File: src/rtl/huffman_tree_walk_decoder_macros.svh
// ----------------------------------------------------------------------------
// Huffman tree walk decoder assertion macros
// Shared concurrent assertion forms, clocked with a synchronous active-low reset
// ----------------------------------------------------------------------------
`ifndef HUFFMAN_TREE_WALK_DECODER_MACROS_SVH
`define HUFFMAN_TREE_WALK_DECODER_MACROS_SVH

// same-cycle implication
`define HTWD_ASSERT_IMP(label, clk, rst_n, ante, cons, msg) \
    label: assert property (@(posedge clk) disable iff (!rst_n) (ante) |-> (cons)) \
        else $error(msg);

// next-cycle implication
`define HTWD_ASSERT_NXT(label, clk, rst_n, ante, cons, msg) \
    label: assert property (@(posedge clk) disable iff (!rst_n) (ante) |=> (cons)) \
        else $error(msg);

`endif

File: src/rtl/htwd_pkg.sv
`timescale 1ns / 1ps
// ----------------------------------------------------------------------------
// htwd_pkg
// Types and constants shared by the Huffman tree walk decoder modules
// ----------------------------------------------------------------------------
package htwd_pkg;

    localparam int IDX_W  = 9;
    localparam int SYM_W  = 8;
    localparam int POS_W  = 32;
    localparam int HDR_W  = 3;
    localparam int BIT_W  = 3;

    localparam logic [HDR_W-1:0] HDR_BYTES = 3'd4;
    localparam logic [BIT_W-1:0] LAST_BIT  = 3'd7;
    localparam logic [POS_W-1:0] BYTE_BITS = 32'd8;

    // request kinds on the input channel
    localparam logic FUNC_NODE = 1'b0;
    localparam logic FUNC_BYTE = 1'b1;

    // node table entry, left child in the lowest bits
    typedef struct packed {
        logic [SYM_W-1:0] symbol;
        logic             leaf;
        logic [IDX_W-1:0] right;
        logic [IDX_W-1:0] left;
    } node_t;

    typedef enum logic [2:0] {
        ST_IDLE,
        ST_CUR,
        ST_STEP,
        ST_EVAL,
        ST_FLUSH
    } state_t;

    // controller to datapath
    typedef struct packed {
        logic accept;
        logic rd_cur;
        logic step;
        logic eval;
        logic finish;
        logic flush;
    } cmd_t;

    // datapath to controller
    typedef struct packed {
        logic go;
        logic at_end;
        logic is_leaf;
        logic last_bit;
        logic pend_valid;
        logic out_free;
    } status_t;

endpackage

File: src/rtl/htwd_ctrl.sv
`timescale 1ns / 1ps
// ----------------------------------------------------------------------------
// htwd_ctrl
// Sequencer for the tree walk: one node table read per code bit
// ----------------------------------------------------------------------------
module htwd_ctrl (
    input  logic              aclk,
    input  logic              aresetn,
    input  logic              s_tvalid,
    output logic              s_tready,
    output htwd_pkg::cmd_t    cmd,
    input  htwd_pkg::status_t st
);

    htwd_pkg::state_t state_reg;
    htwd_pkg::state_t state_next;

    // state register
    always_ff @(posedge aclk) begin
        if (!aresetn) begin
            state_reg <= htwd_pkg::ST_IDLE;
        end else begin
            state_reg <= state_next;
        end
    end

    // next state and commands
    always_comb begin
        state_next = state_reg;
        cmd        = '0;
        s_tready   = 1'b0;
        case (state_reg)
            htwd_pkg::ST_IDLE: begin
                s_tready = 1'b1;
                if (s_tvalid) begin
                    cmd.accept = 1'b1;
                    if (st.go) begin
                        state_next = htwd_pkg::ST_CUR;
                    end
                end
            end
            htwd_pkg::ST_CUR: begin
                cmd.rd_cur = 1'b1;
                state_next = htwd_pkg::ST_STEP;
            end
            htwd_pkg::ST_STEP: begin
                if (st.at_end) begin
                    cmd.finish = 1'b1;
                    state_next = htwd_pkg::ST_FLUSH;
                end else begin
                    cmd.step   = 1'b1;
                    state_next = htwd_pkg::ST_EVAL;
                end
            end
            htwd_pkg::ST_EVAL: begin
                if (st.is_leaf) begin
                    // hold while an older symbol cannot move to the output
                    if (!st.pend_valid || st.out_free) begin
                        cmd.eval = 1'b1;
                        if (st.at_end) begin
                            cmd.finish = 1'b1;
                            state_next = htwd_pkg::ST_FLUSH;
                        end else if (st.last_bit) begin
                            state_next = htwd_pkg::ST_FLUSH;
                        end else begin
                            state_next = htwd_pkg::ST_CUR;
                        end
                    end
                end else begin
                    cmd.eval = 1'b1;
                    if (st.last_bit) begin
                        state_next = htwd_pkg::ST_FLUSH;
                    end else begin
                        state_next = htwd_pkg::ST_STEP;
                    end
                end
            end
            htwd_pkg::ST_FLUSH: begin
                if (!st.pend_valid || st.out_free) begin
                    cmd.flush  = 1'b1;
                    cmd.finish = st.at_end;
                    state_next = htwd_pkg::ST_IDLE;
                end
            end
            default: begin
                state_next = htwd_pkg::ST_IDLE;
            end
        endcase
    end

endmodule

File: config.mk
export PLATFORM = sky130hd
export DESIGN_NAME = htwd_ctrl
export DESIGN_NICKNAME = d
export VERILOG_FILES = /design/src/rtl/huffman_tree_walk_decoder_macros.svh /design/src/rtl/htwd_pkg.sv /design/src/rtl/htwd_ctrl.sv
export SDC_FILE = /design/constraint.sdc
export NUM_CORES = 1
export LEC_CHECK = 0
export ABC_AREA = 1
export BUFFER_PORTS_ARGS = -buffer_cell sky130_fd_sc_hd__buf_2
export CAP_MARGIN = 10
export CELL_PAD_IN_SITES_DETAIL_PLACEMENT = 0
export CELL_PAD_IN_SITES_GLOBAL_PLACEMENT = 1
export CORE_AREA = 4 4 41 43
export DETAILED_ROUTE_END_ITERATION = 6
export DIE_AREA = 0 0 45 47
export PLACE_DENSITY_LB_ADDON = 0.1
export SYNTH_ARGS = -nofsm -noshare
export SYNTH_HDL_FRONTEND = slang
export SYNTH_SLANG_ARGS = --single-unit
File: constraint.sdc
create_clock -name aclk -period 1.1 [get_ports aclk]
set_input_delay 0.055 -clock aclk [delete_from_list [all_inputs] [get_ports aclk]]
set_output_delay 0.055 -clock aclk [all_outputs]
set_load 0.02 [all_outputs]
==> results.py, run 1 <==
metrics = {
    "route": {
        "post-route-drc-count": 0,
        "drtPass1Iterations": 4,
        "drtIter0Drc": 4,
        "drt_wl_total_um": 850,
        "post_drt_wl_per_cell_um": 9.55,
        "vias": 378,
        "viasPerCell": 4.25,
        "ant_nets": 0,
    },
    "worst_setup_path": {
        "required_ps": 1040,
        "cpMostUsedCell": "nand2_1",
        "path_class": "register to primary output",
        "critPathMaxStageDelay_ps": 370,
        "crit_arrival_ps": 1140,
        "r2r_cells": 5,
        "start_kind": "register",
        "crit_fanout": 5,
        "cp_slowest_cell": "dfxtp_4",
        "cp-end-kind": "primary output",
        "crit_chain": "nand2_2 -> nor2_4 -> nand2_1 -> nand2_1 -> nand3b_1 -> nand2_1 -> buf_6",
    },
    "timing": {
        "skew_ps": 2.05,
        "tightest_slew_ps": 227,
        "hold_viol": 0,
        "slew_headroom": 0.848,
        "setup_ws_ps": -95.3,
        "fmax_mhz": 837,
        "tns_ps": -189,
        "period_share": 1.09,
        "slew_violations": 0,
        "period_needed_ps": 1200,
        "setup_viol": 4,
        "grt_setup_unrepaired": "yes",
    },
    "synth": {
        "ys_ff_latch": 3,
        "synth_cell_types": 13,
        "yosysSeqAreaShare": 0.215,
        "synthCells": 51,
        "syn_area_per_cell_um2": 5.47,
        "yosys_warnings": 0,
        "synthesis.nets": 60,
        "synth.cell_area_um2": 279,
    },
    "hold_path": {
        "holdPathStages": 3,
        "worstHoldPathType": "input pin to register",
    },
    "floorplanning": {
        "die_h_um": 47,
        "rows": 13,
        "die_area_um2": 2120,
        "die_w_um": 45,
        "core_um2": 1300,
        "ios": 16,
        "start_util": 0.214,
    },
    "power_and_ir_drop": {
        "p_per_area_nw_per_um2": 1250,
        "peakVddDrop_mv": 0.506,
        "p_leak_nw": 0.264,
    },
    "placement": {
        "gp_congestion": 0.702,
        "dp_cells": 84,
        "io_buffer_count": 15,
        "place_hpwl_um": 667,
    },
    "grt": {
        "grt_pass1_vias": 386,
        "grt_overflow": 0,
        "grt_max_degree": 7,
        "antenna_found_initial": 0,
        "track_usage": 0.0954,
        "grt_pass1_wl_mm": 1.46,
    },
    "clocking": {
        "htreeDepth": 1,
        "cts_tree": "built",
        "cts_sinks": 3,
        "cts_buffer_depth": 2,
        "insertion_delay_ps": 230,
        "cts_buffers": 3,
        "root_buffer": "clkbuf_4",
        "clk_pin_slew_ps": 40,
    },
    "finish": {
        "fin_cells": 89,
        "area_growth_pct": 70.4,
        "final_cell_mix": "nand2_1, buf_2, inv_1",
        "largest_reg_flops": 3,
        "num_antenna_cells": 0,
        "fill_cells": 164,
        "nets": 84,
        "fin_util": 0.365,
        "layout-drive-gt1-share": 0.473,
    },
    "status": {
        "violations": "setup timing",
        "status": "complete, but fails checks",
    },
    "flow_run": {
        "maxCapViolCount": 0,
    },
}
## stage by stage
step	area, um^2	worst slack, ps	total power [mW]	hold slack [ps]
2_1_floorplan	279	135	0.288	153
3_3_place_gp	395	-27.5	0.373	264
3_5_place_dp	395	36.7	0.369	261
4_1_cts	468	-106	0.602	14.7
5_1_grt	475	-188	0.647	40.5
6_report	475	-95.3	0.593	17.3
## cell families after synthesis
| group | count (synthesis) | share of synthesized area |
|---|---|---|
| and+or+nand+nor | 32 | 0.534 |
| buffers and inverters | 11 | 0.148 |
| AOI/OAI and AO/OA | 5 | 0.103 |
| DFF | 3 | 0.215 |
## synth_stat cells
| cell | number | share of area |
|---|---|---|
| o21ai_0 | 2 | 0.036 |
| nor3_1 | 1 | 0.018 |
| a21oi_1 | 2 | 0.036 |
| nor2_2 | 4 | 0.090 |
| nand2_1 | 13 | 0.17 |
| nor2_1 | 4 | 0.054 |
| a21oi_2 | 1 | 0.031 |
| dfxtp_1 | 3 | 0.22 |
| nand4_1 | 2 | 0.045 |
| inv_1 | 10 | 0.13 |
| nand3b_1 | 1 | 0.027 |
| nand3_1 | 7 | 0.13 |
| inv_2 | 1 | 0.013 |
## final cells by class
cell class	count	area (um^2)	share of cell area
Inverter	11	41.3	0.0868
Multi-Input combinational cell	37	195	0.411
Clock buffer	4	26.3	0.0553
Timing Repair Buffer	19	125	0.263
Tap cell	15	18.8	0.0395
Sequential cell	3	68.8	0.145
## per-layer routing
layer  GRT usage  vias up  wire length (um)
li1            -      206                 -
met3      0.0230        2                50
met5           0        -                 0
met2       0.158       11               408
met4      0.0702        0                20
met1       0.106      159               371
## report_power, final
group / switching [mW] / leakage, nW / internal, mW / total [mW]
registers: 0.0246 / 0.0264 / 0.127 / 0.152
logic: 0.143 / 0.223 / 0.104 / 0.247
clock network: 0.0583 / 0.0150 / 0.136 / 0.194
total: 0.226 / 0.264 / 0.368 / 0.593
## worst paths after layout
kind                                                  end  slack [ps]                       from
worst max-delay path                               cmd[1]        -100  state_reg[0]$_SDFFE_PN0P_
worst min-delay path            state_reg[1]$_SDFFE_PN0P_          20                    aresetn
worst max register to register  state_reg[2]$_SDFFE_PN0P_          60  state_reg[2]$_SDFFE_PN0P_
worst min register to register  state_reg[1]$_SDFFE_PN0P_         630  state_reg[0]$_SDFFE_PN0P_
## timing repair
item                                    CTS  global route
buffers inserted                          1             0
endpoints found under the setup margin    7            10
hold buffers                              0             0
resized for setup                        16             2
pin swaps                                 3             2
## critical path: cells and delay by family, from the launching register on
family,cells,cell delay [ps]
and+or+nand+nor,6,410
DFF,1,370
buffers and inverters,1,120
Note: power is estimated with default switching activity, not from simulation.
==> run 2, diff against run 1 <==
BUFFER_PORTS_ARGS = unset   (was -buffer_cell sky130_fd_sc_hd__buf_2)
DONT_BUFFER_PORTS = 1   (was unset)
==> results.py, run 2 (synthesis results as in run 1) <==
metrics = {
    "flow_run": {
        "maxCapViolCount": 0,
    },
    "floorplanning": {
        "die_area_um2": 2120,
        "rows": 13,
        "ios": 16,
        "die_h_um": 47,
        "die_w_um": 45,
        "start_util": 0.214,
        "core_um2": 1300,
    },
    "route": {
        "ant_nets": 0,
        "post_drt_wl_per_cell_um": 10.8,
        "drtPass1Iterations": 2,
        "vias": 352,
        "drtIter0Drc": 1,
        "drt_wl_total_um": 839,
        "post-route-drc-count": 0,
        "viasPerCell": 4.51,
    },
    "timing": {
        "tns_ps": -68.2,
        "slew_violations": 0,
        "slew_headroom": 0.831,
        "period_needed_ps": 1140,
        "skew_ps": 3.90,
        "grt_setup_unrepaired": "yes",
        "period_share": 1.03,
        "fmax_mhz": 880,
        "hold_ws_ps": 92.6,
        "hold_viol": 0,
        "setup_ws_ps": -36.6,
        "tightest_slew_ps": 253,
        "setup_viol": 3,
    },
    "worst_setup_path": {
        "crit_arrival_ps": 1080,
        "cp-end-kind": "primary output",
        "required_ps": 1040,
        "crit_fanout": 4,
        "start_kind": "register",
        "path_class": "register to primary output",
    },
    "clocking": {
        "cts_buffers": 3,
        "insertion_delay_ps": 230,
        "htreeDepth": 1,
        "clk_pin_slew_ps": 40,
        "cts_tree": "built",
        "cts_buffer_depth": 2,
        "root_buffer": "clkbuf_4",
        "cts_sinks": 3,
    },
    "status": {
        "status": "complete, but fails checks",
        "violations": "setup timing",
    },
    "power_and_ir_drop": {
        "p_leak_nw": 0.226,
        "peakVddDrop_mv": 0.518,
        "switching_power_mw": 0.222,
        "switching_share": 0.377,
        "comb_power_share": 0.430,
        "power_frac_clock": 0.313,
        "p_int_mw": 0.367,
        "p_per_area_nw_per_um2": 1390,
        "p_seq_frac": 0.257,
        "total_power_mw": 0.589,
    },
    "grt": {
        "met1_usage": 0.0950,
        "grt_pass1_wl_mm": 1.32,
        "grt_pass1_vias": 322,
        "grt_overflow": 0,
        "grtUsageMet3": 0.0230,
        "track_usage": 0.0860,
        "antenna_found_initial": 0,
        "grtUsageMet2": 0.147,
        "busiest_layer": "met2",
        "grt_max_degree": 7,
    },
    "finish": {
        "area_growth_pct": 51.6,
        "multi_input_area_um2": 205,
        "fin_cells": 78,
        "fin_util": 0.325,
        "num_antenna_cells": 0,
        "largest_reg_flops": 3,
        "layout_commonest_cell": "nand2_1",
        "final_cell_mix": "nand2_1, inv_1, nand3_1, buf_4, nor2_1",
        "nets": 73,
        "fill_cells": 164,
        "layout-drive-gt1-share": 0.381,
        "register_area_um2": 68.8,
    },
    "placement": {
        "io_buffer_count": 0,
        "gp_congestion": 0.795,
        "place_hpwl_um": 693,
        "dp_cells": 69,
    },
    "hold_path": {
        "worstHoldPathType": "input pin to register",
    },
}
==> run 2: cell types whose count changed in the layout (fill, tap and decap cells not counted), sizes merged <==
cell         change
dlygate4sd3      +1
buf             -12
==> run 2: area by class of cell <==
type                    instances  area share
clock buffers                   4      0.0621
repair buffers                  8       0.148
well taps                      15      0.0444
multi-input cells              37       0.485
flip-flops and latches          3       0.163
inverters                      11      0.0976
==> run 2: per-layer routing <==
metal / share of wire / wire (um)
met4: 0 / 0
met3: 0.073 / 61
met5: 0 / 0
met2: 0.51 / 432
met1: 0.41 / 345
==> run 2: path summary, 6_finish.rpt <==
kind                             startpoint                        end  slack (ps)  cells past startpoint
setup / recovery  state_reg[1]$_SDFFE_PN0P_                     cmd[5]         -40                      4
hold reg to reg   state_reg[2]$_SDFFE_PN0P_  state_reg[2]$_SDFFE_PN0P_         580                      2
setup reg to reg  state_reg[1]$_SDFFE_PN0P_  state_reg[1]$_SDFFE_PN0P_          20                      6
hold / removal                        st[0]  state_reg[2]$_SDFFE_PN0P_          90                      3
==> run 2: worst max-delay path, stage by stage, from the launching register on <==
cell and delay (ps):
dfxtp_4 350, nor2_4 140, nand2_1 110, nor2_1 110, buf_4 150
==> run 2: power by group through the flow <==
stage | registers (mW) | logic, mW | clock network, mW
after floorplan | 0.140 | 0.148 | 0
after global placement | 0.147 | 0.196 | 0
after detailed placement | 0.145 | 0.194 | 0
after CTS | 0.147 | 0.229 | 0.190
after global routing | 0.154 | 0.278 | 0.195
final | 0.152 | 0.253 | 0.184
==> run 2: metrics by stage <==
| step | setup slack (ps) | instance area, um^2 |
|---|---|---|
| after global placement | -30.3 | 320 |
| after global routing | -118 | 423 |
| final | -36.6 | 423 |
| after floorplan | 135 | 279 |
| after detailed placement | -2.95 | 320 |
| after CTS | -82.2 | 395 |
==> run 2: timing repair <==
item / 4_1_cts / 5_1_grt
gates resized for setup: 10 / 4
pin swaps: 6 / 7
setup endpoints to repair: 8 / 9
setup buffers: 2 / 2
endpoints found under the hold margin: 3 / 0
hold buffers: 1 / 0
==> run 3, diff against run 2 <==
ABC_AREA = unset   (was 1)
==> results.py, run 3 <==
metrics = {
    "status": {
        "status": "complete, but fails checks",
        "violations": "setup timing",
    },
    "power_and_ir_drop": {
        "peakVddDrop_mv": 0.772,
        "p_seq_frac": 0.267,
        "p_leak_nw": 0.195,
        "switching_share": 0.313,
        "switching_power_mw": 0.157,
        "power_frac_clock": 0.374,
        "comb_power_share": 0.359,
        "p_int_mw": 0.343,
        "p_per_area_nw_per_um2": 1010,
    },
    "floorplanning": {
        "start_util": 0.213,
        "die_w_um": 45,
        "rows": 13,
        "core_um2": 1300,
        "die_h_um": 47,
        "ios": 16,
        "die_area_um2": 2120,
    },
    "synth": {
        "syn_area_per_cell_um2": 8.17,
        "yosysSeqAreaShare": 0.216,
        "synth_top_area_frac": 0.216,
        "synth.cell_area_um2": 278,
        "yosys_warnings": 0,
        "synth.most_common_cell": "nand2_1",
        "synthCells": 34,
        "synth_top_cell_by_area": "dfxtp_1",
        "synthesis.nets": 43,
        "synth_area_leaders": "dfxtp_1, nand2_1, nand2b_1, a21oi_1, a2111oi_2",
        "synth_flop_cell": "dfxtp_1",
        "netlist_top_cells_count": "nand2_1, a21oi_1, dfxtp_1, nand2b_1",
        "synth_edf_count": 0,
        "ys_ff_latch": 3,
        "synth_cell_types": 22,
        "synthArstFlopShare": 0,
    },
    "flow_run": {
        "maxCapViolCount": 0,
    },
    "worst_setup_path": {
        "crit_chain": "and2b_4 -> nor3b_2 -> buf_4",
        "path_class": "register to primary output",
        "critPathMaxStageDelay_ps": 330,
        "crit_fanout": 4,
        "required_ps": 1040,
        "cp_slowest_cell": "dfxtp_4",
        "critical-path-top-delay-family": "simple AND/OR/NAND/NOR gates",
        "crit_arrival_ps": 1130,
        "path_buf_inv": 1,
        "cp-end-kind": "primary output",
        "start_kind": "register",
    },
    "route": {
        "drtPass1Iterations": 2,
        "wl_met1_um": 342,
        "post_drt_wl_per_cell_um": 13.4,
        "route.met2.wl_um": 410,
        "drtIter0Drc": 5,
        "viasPerCell": 5.12,
        "drt_wl_total_um": 869,
        "post-route-drc-count": 0,
        "highest_layer": "met3",
        "vias": 333,
        "ant_nets": 0,
        "routed-wl-met3_um": 115,
    },
    "finish": {
        "num_antenna_cells": 0,
        "layout-drive-gt1-share": 0.620,
        "fill_cells": 148,
        "fin_util": 0.382,
        "largest_reg_flops": 3,
        "nets": 60,
        "layout_commonest_cell": "buf_4",
        "fin_area_um2": 497,
        "area_growth_pct": 78.8,
        "final_cell_mix": "buf_4, nand2_1, clkbuf_4, dlygate4sd3_1, dfxtp_4",
        "fin_cells": 65,
    },
    "timing": {
        "slew_violations": 0,
        "fmax_mhz": 847,
        "hold_viol": 0,
        "skew_ps": 2.87,
        "period_needed_ps": 1180,
        "tns_ps": -201,
        "slew_headroom": 0.774,
        "setup_ws_ps": -80.2,
        "tightest_slew_ps": 338,
        "setup_viol": 3,
        "hold_ws_ps": 11.3,
        "period_share": 1.07,
        "grt_setup_unrepaired": "yes",
    },
    "placement": {
        "gp_congestion": 0.842,
        "postPlaceCellArea_um2": 348,
        "io_buffer_count": 0,
        "place_hpwl_um": 608,
        "dp_cells": 54,
    },
    "clocking": {
        "cts_tree": "built",
        "cts_sinks": 3,
        "insertion_delay_ps": 230,
        "clk_pin_slew_ps": 30,
        "root_buffer": "clkbuf_4",
        "cts_buffer_depth": 2,
        "htreeDepth": 1,
        "cts_buffers": 3,
    },
    "grt": {
        "track_usage": 0.0978,
        "grt_pass1_vias": 342,
        "grt_pass1_wl_mm": 1.50,
        "antenna_found_initial": 0,
        "grt_overflow": 0,
        "grt_max_degree": 8,
    },
    "hold_path": {
        "worstHoldPathType": "input pin to register",
    },
}
==> run 3: cell types whose count changed in the layout (fill, tap and decap cells not counted), sizes merged, moves of 2 or more <==
cell and change:
nand2b +3, inv -10, dlygate4sd3 +2, o21ai -2, nand3 -7, and3 +2
nor2 -7, nand2 -8, buf +3
==> run 3: layout make-up <==
class | instances | area, um^2 | area share
Clock buffer | 4 | 26.3 | 0.0529
Inverter | 1 | 3.75 | 0.00756
Multi-Input combinational cell | 29 | 264 | 0.531
Sequential cell | 3 | 71.3 | 0.144
Timing Repair Buffer | 13 | 113 | 0.227
Tap cell | 15 | 18.8 | 0.0378
==> run 3: logic make-up (layout without fill, tap and decap cells) <==
group,Yosys count,count (layout),synth area share
and+or+nand+nor,19,19,0.396
DFF,3,3,0.216
AOI/OAI and AO/OA,10,10,0.333
buffers and inverters,2,18,0.0540
==> run 3: final timing paths <==
| kind | from | to | slack [ps] | depth (start not counted) |
|---|---|---|---|---|
| min | aresetn | state_reg[2]$_SDFFE_PN0P_ | 10 | 2 |
| min reg2reg | state_reg[0]$_SDFFE_PN0P_ | state_reg[1]$_SDFFE_PN0P_ | 630 | 2 |
| max reg2reg | state_reg[1]$_SDFFE_PN0P_ | state_reg[0]$_SDFFE_PN0P_ | 50 | 3 |
| max | state_reg[2]$_SDFFE_PN0P_ | cmd[3] | -80 | 3 |
==> run 3: timing repair <==
item	CTS	global route
resized for setup	14	3
setup endpoints to repair	6	9
setup buffers	4	0
hold endpoints to repair	3	1
hold buffers	2	1
pin swaps	3	4
==> run 3: metal layers <==
layer,global-route usage,vias up
met5,0,-
met4,0,0
met3,0.0690,0
met2,0.147,14
met1,0.122,159
li1,-,160
==> run 3: power groups by stage <==
stage                     clock (mW)  sequential (mW)  combinational (mW)
after floorplan                    0            0.126               0.108
after global placement             0            0.137               0.130
after detailed placement           0            0.137               0.128
after CTS                      0.198            0.132               0.173
after global routing           0.216            0.135               0.192
final                          0.187            0.133               0.179
==> run 3: stage by stage <==
step	worst slack, ps	power, mW
2_1_floorplan	-12.5	0.234
3_3_place_gp	-11.4	0.267
3_5_place_dp	12.5	0.265
4_1_cts	-97.4	0.503
5_1_grt	-145	0.543
6_report	-80.2	0.500
